<file path="config.mk">
export PLATFORM = sky130hd
export DESIGN_NAME = rgb_led_linear_fader
export DESIGN_NICKNAME = d
export VERILOG_FILES = /design/src/design/rllf_pkg.sv /design/src/design/rgb_led_linear_fader.sv /design/src/design/rllf_div.sv
export SDC_FILE = /design/constraint.sdc
export NUM_CORES = 2
export LEC_CHECK = 0
export ABC_CLOCK_PERIOD_IN_PS = 23800
export BUFFER_PORTS_ARGS = -buffer_cell sky130_fd_sc_hd__buf_4
export CORE_ASPECT_RATIO = 1.75
export CORE_MARGIN = 2
export CORE_UTILIZATION = 53
export DETAILED_ROUTE_END_ITERATION = 12
export GPL_TIMING_DRIVEN = 0
export HOLD_SLACK_MARGIN = 0.06
export PLACE_DENSITY = 0.72
export SLEW_MARGIN = 20
export SYNTH_ARGS = -nofsm -noshare
export SYNTH_HDL_FRONTEND = slang
export SYNTH_SLANG_ARGS = --single-unit
export TNS_END_PERCENT = 20
</file>
<file path="constraint.sdc">
create_clock -name clk_i -period 23.8 [get_ports clk_i]
set_clock_uncertainty 0.15 [all_clocks]
set_input_delay 2.38 -clock clk_i [delete_from_list [all_inputs] [get_ports clk_i]]
set_output_delay 2.38 -clock clk_i [all_outputs]
set_load 0.05 [all_outputs]
</file>
<file path="src/design/rllf_pkg.sv">
// shared types, constants and conversion helpers for the rgb led linear fader
`timescale 1ns / 1ps

package rllf_pkg;

  localparam int unsigned TIME_BITS  = 32;
  localparam int unsigned LEVEL_W    = 16;
  localparam int unsigned RATE_W     = 17;
  localparam int unsigned COLOUR_W   = 8;
  localparam int unsigned MS_W       = 16;
  localparam int unsigned CMD_W      = 2;
  localparam int unsigned IN_DATA_W  = 56;
  localparam int unsigned OUT_DATA_W = 32;
  localparam int unsigned NUM_CH     = 3;
  localparam int unsigned PROD_W     = RATE_W + MS_W + 1;

  localparam logic [LEVEL_W-1:0] LEVEL_FULL = 16'd32768;

  localparam logic [CMD_W-1:0] CMD_TICK = 2'd0;
  localparam logic [CMD_W-1:0] CMD_SET  = 2'd1;
  localparam logic [CMD_W-1:0] CMD_RAMP = 2'd2;

  typedef enum logic [2:0] {
    ST_IDLE,
    ST_DISPATCH,
    ST_DIV_START,
    ST_DIV_WAIT,
    ST_MUL,
    ST_ADD,
    ST_TICK_END,
    ST_FINISH
  } state_e;

  typedef struct packed {
    logic              start;
    logic [MS_W-1:0]   dividend;
    logic [MS_W-1:0]   divisor;
  } div_req_t;

  typedef struct packed {
    logic              done;
    logic [MS_W-1:0]   quotient;
  } div_rsp_t;

  // floor(c * 32768 / 255) as 128c + floor(128c / 255)
  function automatic logic [LEVEL_W-1:0] colour_to_level(input logic [COLOUR_W-1:0] c);
    logic [16:0] x;
    logic [16:0] q;
    x = {2'b00, c, 7'b0};
    q = (x + (x >> 8) + 17'd1) >> 8;
    return LEVEL_W'(x + q);
  endfunction

  // (level * 255) >> 15
  function automatic logic [COLOUR_W-1:0] level_to_colour(input logic [LEVEL_W-1:0] lv);
    logic [23:0] p;
    p = {lv, 8'b0} - {8'b0, lv};
    return p[22:15];
  endfunction

endpackage

</file>
<file path="src/design/rgb_led_linear_fader.sv">
// top level of the three-channel linear led fader with its sequencer and state
`timescale 1ns / 1ps
// sequence: a tick runs multiply and add for each channel, then the deadline check; set, ramp of zero
//   and unused codes go straight to the result; a ramp runs three serial divides, one per channel
// throughput: one item at a time, the next one accepted only once the result has loaded into the
//   output register; a full, untaken result register holds the sequencer
// the output register frees the block to take the next item while a result waits
// reset: asynchronous active low; levels, targets, rates, time and flags clear to zero

module rgb_led_linear_fader (
  input  logic                          clk_i,
  input  logic                          rst_ni,
  input  logic                          s_axis_tvalid_i,
  output logic                          s_axis_tready_o,
  // red [7:0], green [15:8], blue [23:16], ramp_ms [39:24], elapsed_ms [55:40]
  input  logic [rllf_pkg::IN_DATA_W-1:0] s_axis_tdata_i,
  // command [1:0]
  input  logic [rllf_pkg::CMD_W-1:0]     s_axis_tuser_i,
  output logic                          m_axis_tvalid_o,
  input  logic                          m_axis_tready_i,
  // red_out [7:0], green_out [15:8], blue_out [23:16], changed [24], forced [25],
  // zero [31:26]
  output logic [rllf_pkg::OUT_DATA_W-1:0] m_axis_tdata_o
);
  import rllf_pkg::*;

  state_e state_q, state_d;

  // fader state
  logic [LEVEL_W-1:0]   level_q  [NUM_CH];
  logic [LEVEL_W-1:0]   prev_q   [NUM_CH];
  logic [LEVEL_W-1:0]   target_q [NUM_CH];
  logic [RATE_W-1:0]    rate_q   [NUM_CH];
  logic [TIME_BITS-1:0] time_q;
  logic [TIME_BITS-1:0] deadline_q;
  logic                 force_q;

  // latched item
  logic [CMD_W-1:0]     cmd_q;
  logic [LEVEL_W-1:0]   req_q [NUM_CH];
  logic [MS_W-1:0]      ramp_q;
  logic [MS_W-1:0]      elapsed_q;

  // working registers
  logic [1:0]           ch_q;
  logic                 neg_q;
  logic signed [PROD_W-1:0] prod_q;
  logic                 forced_q;

  // output register
  logic                  m_valid_q;
  logic [OUT_DATA_W-1:0] m_data_q;

  // control
  logic s_ready;
  logic div_go;
  logic out_load;
  logic is_instant;

  div_req_t div_req;
  div_rsp_t div_rsp;

  // datapath helpers
  logic [RATE_W-1:0]         diff;
  logic [RATE_W-1:0]         diff_mag;
  logic [RATE_W-1:0]         quo_ext;
  logic signed [PROD_W:0]    sum;
  logic [LEVEL_W-1:0]        sat_level;
  logic                      changed;
  logic [TIME_BITS-1:0]      ramp_ext;
  logic [TIME_BITS-1:0]      elapsed_ext;

  assign is_instant = (cmd_q == CMD_SET) || (cmd_q == CMD_RAMP && ramp_q == '0);
  assign ramp_ext    = {{(TIME_BITS-MS_W){1'b0}}, ramp_q};
  assign elapsed_ext = {{(TIME_BITS-MS_W){1'b0}}, elapsed_q};

  // signed distance to the new colour and its magnitude for the divider
  assign diff     = {1'b0, req_q[ch_q]} - {1'b0, level_q[ch_q]};
  assign diff_mag = diff[RATE_W-1] ? (~diff + 1'b1) : diff;
  assign quo_ext  = {1'b0, div_rsp.quotient};

  // level plus the registered step, clamped to the level range
  assign sum = $signed({{(PROD_W-LEVEL_W+1){1'b0}}, level_q[ch_q]}) +
               $signed({prod_q[PROD_W-1], prod_q});
  always_comb begin
    if (sum[PROD_W]) begin
      sat_level = '0;
    end else if (sum > $signed({{(PROD_W-LEVEL_W+1){1'b0}}, LEVEL_FULL})) begin
      sat_level = LEVEL_FULL;
    end else begin
      sat_level = sum[LEVEL_W-1:0];
    end
  end

  assign changed = (level_q[0] != prev_q[0]) || (level_q[1] != prev_q[1]) ||
                   (level_q[2] != prev_q[2]);

  // shared divider for the ramp rates of all three channels
  assign div_req.start    = div_go;
  assign div_req.dividend = diff_mag[MS_W-1:0];
  assign div_req.divisor  = ramp_q;

  rllf_div u_div (
    .clk_i  (clk_i),
    .rst_ni (rst_ni),
    .req_i  (div_req),
    .rsp_o  (div_rsp)
  );

  // next state
  always_comb begin
    state_d = state_q;
    case (state_q)
      ST_IDLE: begin
        if (s_axis_tvalid_i) begin
          state_d = ST_DISPATCH;
        end
      end
      ST_DISPATCH: begin
        if (is_instant) begin
          state_d = ST_FINISH;
        end else if (cmd_q == CMD_RAMP) begin
          state_d = ST_DIV_START;
        end else if (cmd_q == CMD_TICK) begin
          state_d = ST_MUL;
        end else begin
          state_d = ST_FINISH;
        end
      end
      ST_DIV_START: state_d = ST_DIV_WAIT;
      ST_DIV_WAIT: begin
        if (div_rsp.done) begin
          state_d = (ch_q == 2'd2) ? ST_FINISH : ST_DIV_START;
        end
      end
      ST_MUL: state_d = ST_ADD;
      ST_ADD: state_d = (ch_q == 2'd2) ? ST_TICK_END : ST_MUL;
      ST_TICK_END: state_d = ST_FINISH;
      ST_FINISH: begin
        if (out_load) begin
          state_d = ST_IDLE;
        end
      end
      default: state_d = ST_IDLE;
    endcase
  end

  // control outputs
  always_comb begin
    s_ready  = 1'b0;
    div_go   = 1'b0;
    out_load = 1'b0;
    case (state_q)
      ST_IDLE:      s_ready  = 1'b1;
      ST_DIV_START: div_go   = 1'b1;
      ST_FINISH:    out_load = !m_valid_q || m_axis_tready_i;
      default: begin
        s_ready = 1'b0;
      end
    endcase
  end

  // control and fader state
  always_ff @(posedge clk_i or negedge rst_ni) begin
    if (!rst_ni) begin
      state_q    <= ST_IDLE;
      m_valid_q  <= 1'b0;
      ch_q       <= '0;
      neg_q      <= 1'b0;
      prod_q     <= '0;
      time_q     <= '0;
      deadline_q <= '0;
      force_q    <= 1'b0;
      forced_q   <= 1'b0;
      for (int i = 0; i < NUM_CH; i++) begin
        level_q[i]  <= '0;
        prev_q[i]   <= '0;
        target_q[i] <= '0;
        rate_q[i]   <= '0;
      end
    end else begin
      state_q <= state_d;

      if (out_load) begin
        m_valid_q <= 1'b1;
      end else if (m_axis_tready_i) begin
        m_valid_q <= 1'b0;
      end

      case (state_q)
        ST_DISPATCH: begin
          ch_q     <= '0;
          forced_q <= 1'b0;
          if (is_instant) begin
            for (int i = 0; i < NUM_CH; i++) begin
              level_q[i]  <= req_q[i];
              target_q[i] <= req_q[i];
              rate_q[i]   <= '0;
            end
            deadline_q <= time_q;
            force_q    <= 1'b1;
          end else if (cmd_q == CMD_RAMP) begin
            for (int i = 0; i < NUM_CH; i++) begin
              target_q[i] <= req_q[i];
            end
            deadline_q <= time_q + ramp_ext;
          end else if (cmd_q == CMD_TICK) begin
            time_q <= time_q + elapsed_ext;
          end
        end
        ST_DIV_START: begin
          neg_q <= diff[RATE_W-1];
        end
        ST_DIV_WAIT: begin
          if (div_rsp.done) begin
            rate_q[ch_q] <= neg_q ? (~quo_ext + 1'b1) : quo_ext;
            ch_q         <= ch_q + 2'd1;
          end
        end
        ST_MUL: begin
          prod_q <= $signed(rate_q[ch_q]) * $signed({1'b0, elapsed_q});
        end
        ST_ADD: begin
          prev_q[ch_q]  <= level_q[ch_q];
          level_q[ch_q] <= sat_level;
          ch_q          <= ch_q + 2'd1;
        end
        ST_TICK_END: begin
          // at or past the deadline the ramp ends on the targets
          if (time_q >= deadline_q) begin
            for (int i = 0; i < NUM_CH; i++) begin
              rate_q[i]  <= '0;
              level_q[i] <= target_q[i];
            end
          end
          forced_q <= force_q;
          force_q  <= 1'b0;
        end
        default: begin
          ch_q <= ch_q;
        end
      endcase
    end
  end

  // item capture and output payload
  always_ff @(posedge clk_i) begin
    if (s_ready && s_axis_tvalid_i) begin
      cmd_q     <= s_axis_tuser_i;
      req_q[0]  <= colour_to_level(s_axis_tdata_i[7:0]);
      req_q[1]  <= colour_to_level(s_axis_tdata_i[15:8]);
      req_q[2]  <= colour_to_level(s_axis_tdata_i[23:16]);
      ramp_q    <= s_axis_tdata_i[39:24];
      elapsed_q <= s_axis_tdata_i[55:40];
    end
    if (out_load) begin
      m_data_q <= {6'b0, forced_q, changed, level_to_colour(level_q[2]),
                   level_to_colour(level_q[1]), level_to_colour(level_q[0])};
    end
  end

  assign s_axis_tready_o = s_ready;
  assign m_axis_tvalid_o = m_valid_q;
  assign m_axis_tdata_o  = m_data_q;

endmodule

</file>
<file path="src/design/rllf_div.sv">
// serial restoring divider, one quotient bit per cycle
`timescale 1ns / 1ps

module rllf_div (
  input  logic              clk_i,
  input  logic              rst_ni,
  input  rllf_pkg::div_req_t req_i,
  output rllf_pkg::div_rsp_t rsp_o
);
  import rllf_pkg::*;

  logic [MS_W-1:0] rem_q, rem_d;
  logic [MS_W-1:0] quo_q, quo_d;
  logic [MS_W-1:0] div_q, div_d;
  logic [3:0]      cnt_q, cnt_d;
  logic            busy_q, busy_d;
  logic            done_q, done_d;
  logic [MS_W:0]   shifted;
  logic [MS_W:0]   diff;

  always_comb begin
    shifted = {rem_q, quo_q[MS_W-1]};
    diff    = shifted - {1'b0, div_q};
    rem_d   = rem_q;
    quo_d   = quo_q;
    div_d   = div_q;
    cnt_d   = cnt_q;
    busy_d  = busy_q;
    done_d  = 1'b0;
    if (req_i.start) begin
      rem_d  = '0;
      quo_d  = req_i.dividend;
      div_d  = req_i.divisor;
      cnt_d  = 4'd15;
      busy_d = 1'b1;
    end else if (busy_q) begin
      if (!diff[MS_W]) begin
        rem_d = diff[MS_W-1:0];
        quo_d = {quo_q[MS_W-2:0], 1'b1};
      end else begin
        rem_d = shifted[MS_W-1:0];
        quo_d = {quo_q[MS_W-2:0], 1'b0};
      end
      cnt_d = cnt_q - 4'd1;
      if (cnt_q == 4'd0) begin
        busy_d = 1'b0;
        done_d = 1'b1;
      end
    end
  end

  always_ff @(posedge clk_i or negedge rst_ni) begin
    if (!rst_ni) begin
      busy_q <= 1'b0;
      done_q <= 1'b0;
      cnt_q  <= '0;
    end else begin
      busy_q <= busy_d;
      done_q <= done_d;
      cnt_q  <= cnt_d;
    end
  end

  always_ff @(posedge clk_i) begin
    rem_q <= rem_d;
    quo_q <= quo_d;
    div_q <= div_d;
  end

  assign rsp_o.done     = done_q;
  assign rsp_o.quotient = quo_q;

endmodule

</file>
==> results.yml <==
status:
  status: "complete, no violations"
finish:
  nets: 4649
  drive_gt1_frac: 0.06797
  final_cell_count_no_fill: 5019
  area_growth_pct: 9.707
  fill_cells: 6143
worst_setup_path:
  max_stage_delay_ps: 970
  worst_r2r_startpoint: "ch_q[0]$_DFFE_PN0P_"
  setup.worst_path.start: "ch_q[0]$_DFFE_PN0P_"
  path_buf_inv: 5
  crit_type: "reg2reg"
  worstPathArrival_ps: 9750
  cp-start-kind: "flip-flop"
  worst_ep_required_time_ps: 24120
  cp_max_fo: 10
  ff2ff_path_depth: 26
  worstSetupPathDepth: 26
  cp_slowest_cell: "fa_1"
  critPathMostFrequentCell: "fa_1"
  path_delay_family: "adder cells"
  cp-end-kind: "flip-flop"
sta:
  rsz0062_at_grt: "false"
  slew_headroom: 0.1403
  worst_pin_slew_ps: 1280
  clock.fmax_mhz: 106.1
  setup_viol: 0
  hold_viol: 0
  min_period_over_period: 0.3960
  fin_crit_ps: 9425
  slew_viol_final: 0
  setup_tns_ps: 0
clock_tree:
  cts_buffers: 48
  clkTransAtPathRegs_ps: 60
  clock_latency_ps: 640
  cts_buffer_depth: 3
  htreeDepth: 2
  postCtsSetupBuffers: 0
  cts-hold-fix-buffers: 0
  cts_tree: "built"
  clock_sinks: 464
  cts_resized: 0
  cts-root-buf: "clkbuf_16"
floorplan:
  die_h_um: 354.5
  core_um2: 69510
  io_pins: 96
  dieArea_um2: 72410
  floorplan.rows: 128
  start_util: 0.5352
  die_w_um: 204.3
yosys:
  syn-instance-count: 3915
  synth-edff-count: 140
  synth_area_um2: 37200
  ys_warn_count: 0
  async_reset_ff_frac: 0.6638
  ys_seq_elements: 464
  avgSynthCellArea_um2: 9.502
  synth_cell_types: 80
  synth_flop_cell: "dfrtp_1"
  ys_seq_area_frac: 0.3288
placed_design:
  hpwl_um: 90300
  place_congestion: 1.014
  dp_cells: 4925
  port_buffers: 88
route:
  detailroute.via_count: 30060
  wire_per_inst_um: 23.57
  vias_per_cell: 5.989
  ant_nets: 0
  dr.pass1.iters: 6
  wirelength_um: 118300
  drc: 0
  drtIter0Drc: 2360
worst_hold_path:
  min_path_cells: 2
  hold_class: "reg2reg"
  min_from: "rate_q[33]$_DFFE_PN0P_"
grt:
  grtUsageTotal: 0.3353
  grt_pass1_wl_um: 181100
  grt_max_degree: 90
  grt-ovfl-total: 0
  grt_pass1_vias: 31050
  antenna_found_initial: 9
pwr:
  p_leak_nw: 18.40
  cellPowerDensity_nw_per_um2: 120.7
  vdd_drop_max_uv: 79.09
flow_run:
  drv_cap: 0
[layout make-up]
type	instances	area, um2	area share
multi-input combinational	2782	22500	0.5514
sequential	464	12230	0.2997
inverter	507	1903	0.04663
clock buffer	70	1355	0.03320
tap	910	1139	0.02790
timing repair buffer	95	813.3	0.01993
buffer	167	659.4	0.01616
clock inverter	20	198.9	0.004875
antenna	4	10.01	0.0002453
[synthesized netlist by cell type (all sizes together), types with 9 or more instances]
library cell | number | area share
xor2 | 68 | 0.016
nor4 | 13 | 0.0022
a221oi | 49 | 0.012
ha | 238 | 0.080
or2 | 10 | 0.0017
nand2 | 474 | 0.048
and3 | 18 | 0.0030
a21oi | 208 | 0.028
nand3 | 62 | 0.0097
o21bai | 11 | 0.0022
edfxtp | 140 | 0.11
a221o | 46 | 0.012
nor2 | 140 | 0.014
buf | 26 | 0.0035
xnor2 | 171 | 0.040
inv | 505 | 0.051
dfrtp | 308 | 0.21
or3 | 24 | 0.0040
clkbuf | 141 | 0.014
a21o | 41 | 0.0083
nand2b | 20 | 0.0034
o31ai | 20 | 0.0040
dfxtp | 16 | 0.0086
a31oi | 17 | 0.0029
o21ai | 289 | 0.039
nand4 | 41 | 0.0069
o211ai | 14 | 0.0028
mux2 | 56 | 0.017
a22o | 21 | 0.0049
and2 | 140 | 0.024
o41ai | 9 | 0.0021
nor3 | 57 | 0.0077
a211oi | 29 | 0.0059
nor2b | 25 | 0.0042
mux2i | 67 | 0.018
fa | 284 | 0.15
o21a | 25 | 0.0050
[layer usage]
metal  vias up  share of wire  GRT usage
met5         -        0.00041          0
met4         8           0.12     0.3161
met3       575          0.069    0.07629
met2      1229           0.48     0.5645
met1     14670           0.33     0.3395
li1      13570              -          -
[power by group]
part           internal (mW)  switching (mW)  leakage (nW)
logic                   1.02            1.72          12.2
clock network          0.421           0.350         0.756
registers               1.10           0.317          5.43
[kinds of logic (layout without fill, tap and decap cells)]
group           Yosys count  after routing  synth area share
fa+ha+maj               522            522            0.2329
buf+inv                 674            859           0.06888
flops                   464            464            0.3288
mux                     123            123           0.03498
simple gates           1056           1056            0.1356
other cells               1             10         0.0001008
compound gates          836            836            0.1424
xor+xnor                239            239           0.05627
[placed cells by master (no fill, tap or decap), types with 20 or more instances in the layout]
cell type / netlist / routed
a211oi_1: 29 / 29
a21o_1: 41 / 41
a21oi_1: 207 / 193
a221o_1: 46 / 46
a221oi_1: 49 / 49
a22o_1: 21 / 21
and2_1: 139 / 138
buf_4: 6 / 95
clkbuf_1: 141 / 157
clkbuf_16: 0 / 49
dfrtp_1: 308 / 308
edfxtp_1: 140 / 140
fa_1: 284 / 284
ha_1: 238 / 238
inv_1: 505 / 505
mux2_2: 56 / 56
mux2i_1: 67 / 67
nand2_1: 474 / 474
nand2b_1: 20 / 20
nand3_1: 52 / 52
nand4_1: 41 / 41
nor2_1: 140 / 140
nor2b_1: 25 / 25
nor3_1: 57 / 56
o21a_1: 25 / 25
o21ai_0: 280 / 270
o31ai_1: 20 / 20
or3_1: 24 / 24
xnor2_1: 171 / 171
xor2_1: 68 / 68
[registers in the layout, summed over array words and instances, names as in the netlist, 4 cells and up]
name            flops
u_div.div_q        16
deadline_q         32
prev_q             48
level_q            48
time_q             32
u_div.rem_q        16
m_axis_tdata_o     26
rate_q             51
elapsed_q          16
req_q              48
target_q           48
ramp_q             16
prod_q             34
u_div.cnt_q         4
u_div.quo_q        16
[worst reg2reg max path, cell delays in order, from the launching register on]
cell and delay, ps:
dfrtp_1 390, clkbuf_1 310, nor2_1 450, clkbuf_1 530
nand2_1 150, o21ai_1 550, clkbuf_1 420, and2_1 310
fa_1 550, fa_1 970, fa_1 550, fa_1 540
fa_1 560, inv_1 50, fa_1 530, inv_1 40
ha_1 360, a21oi_1 170, o21bai_1 70, a21o_1 190
a221o_1 250, nand3b_1 200, a211oi_1 330, o21ai_0 150
a31oi_1 210, xnor2_1 170, o21ai_0 100
[path summary, 6_finish.rpt]
kind,end,slack (ps)
hold reg to reg,rate_q[33]$_DFFE_PN0P_,330
max in group asynchronous,rate_q[21]$_DFFE_PN0P_,20270
setup / recovery,prod_q[33]$_DFFE_PN0P_,14370
setup reg to reg,prod_q[33]$_DFFE_PN0P_,14370
hold / removal,rate_q[33]$_DFFE_PN0P_,330
min in group asynchronous,prev_q[26]$_DFFE_PN0P_,1560
[per-stage QoR]
step | hold WS (ps) | cell area, um2 | utilization | total power, mW | worst slack [ps]
floorplan | 275.8 | 37220 | - | 3.209 | 16260
global placement | 312.1 | 39020 | 0.5614 | 4.018 | 14290
detailed placement | 319.6 | 39230 | 0.5644 | 4.069 | 14500
CTS | 333.6 | 40790 | 0.5868 | 4.855 | 14450
global route | 353.7 | 40800 | 0.5870 | 5.243 | 14020
finish | 328.8 | 40810 | 0.5872 | 4.924 | 14370
(Power assumes the default switching activity.)
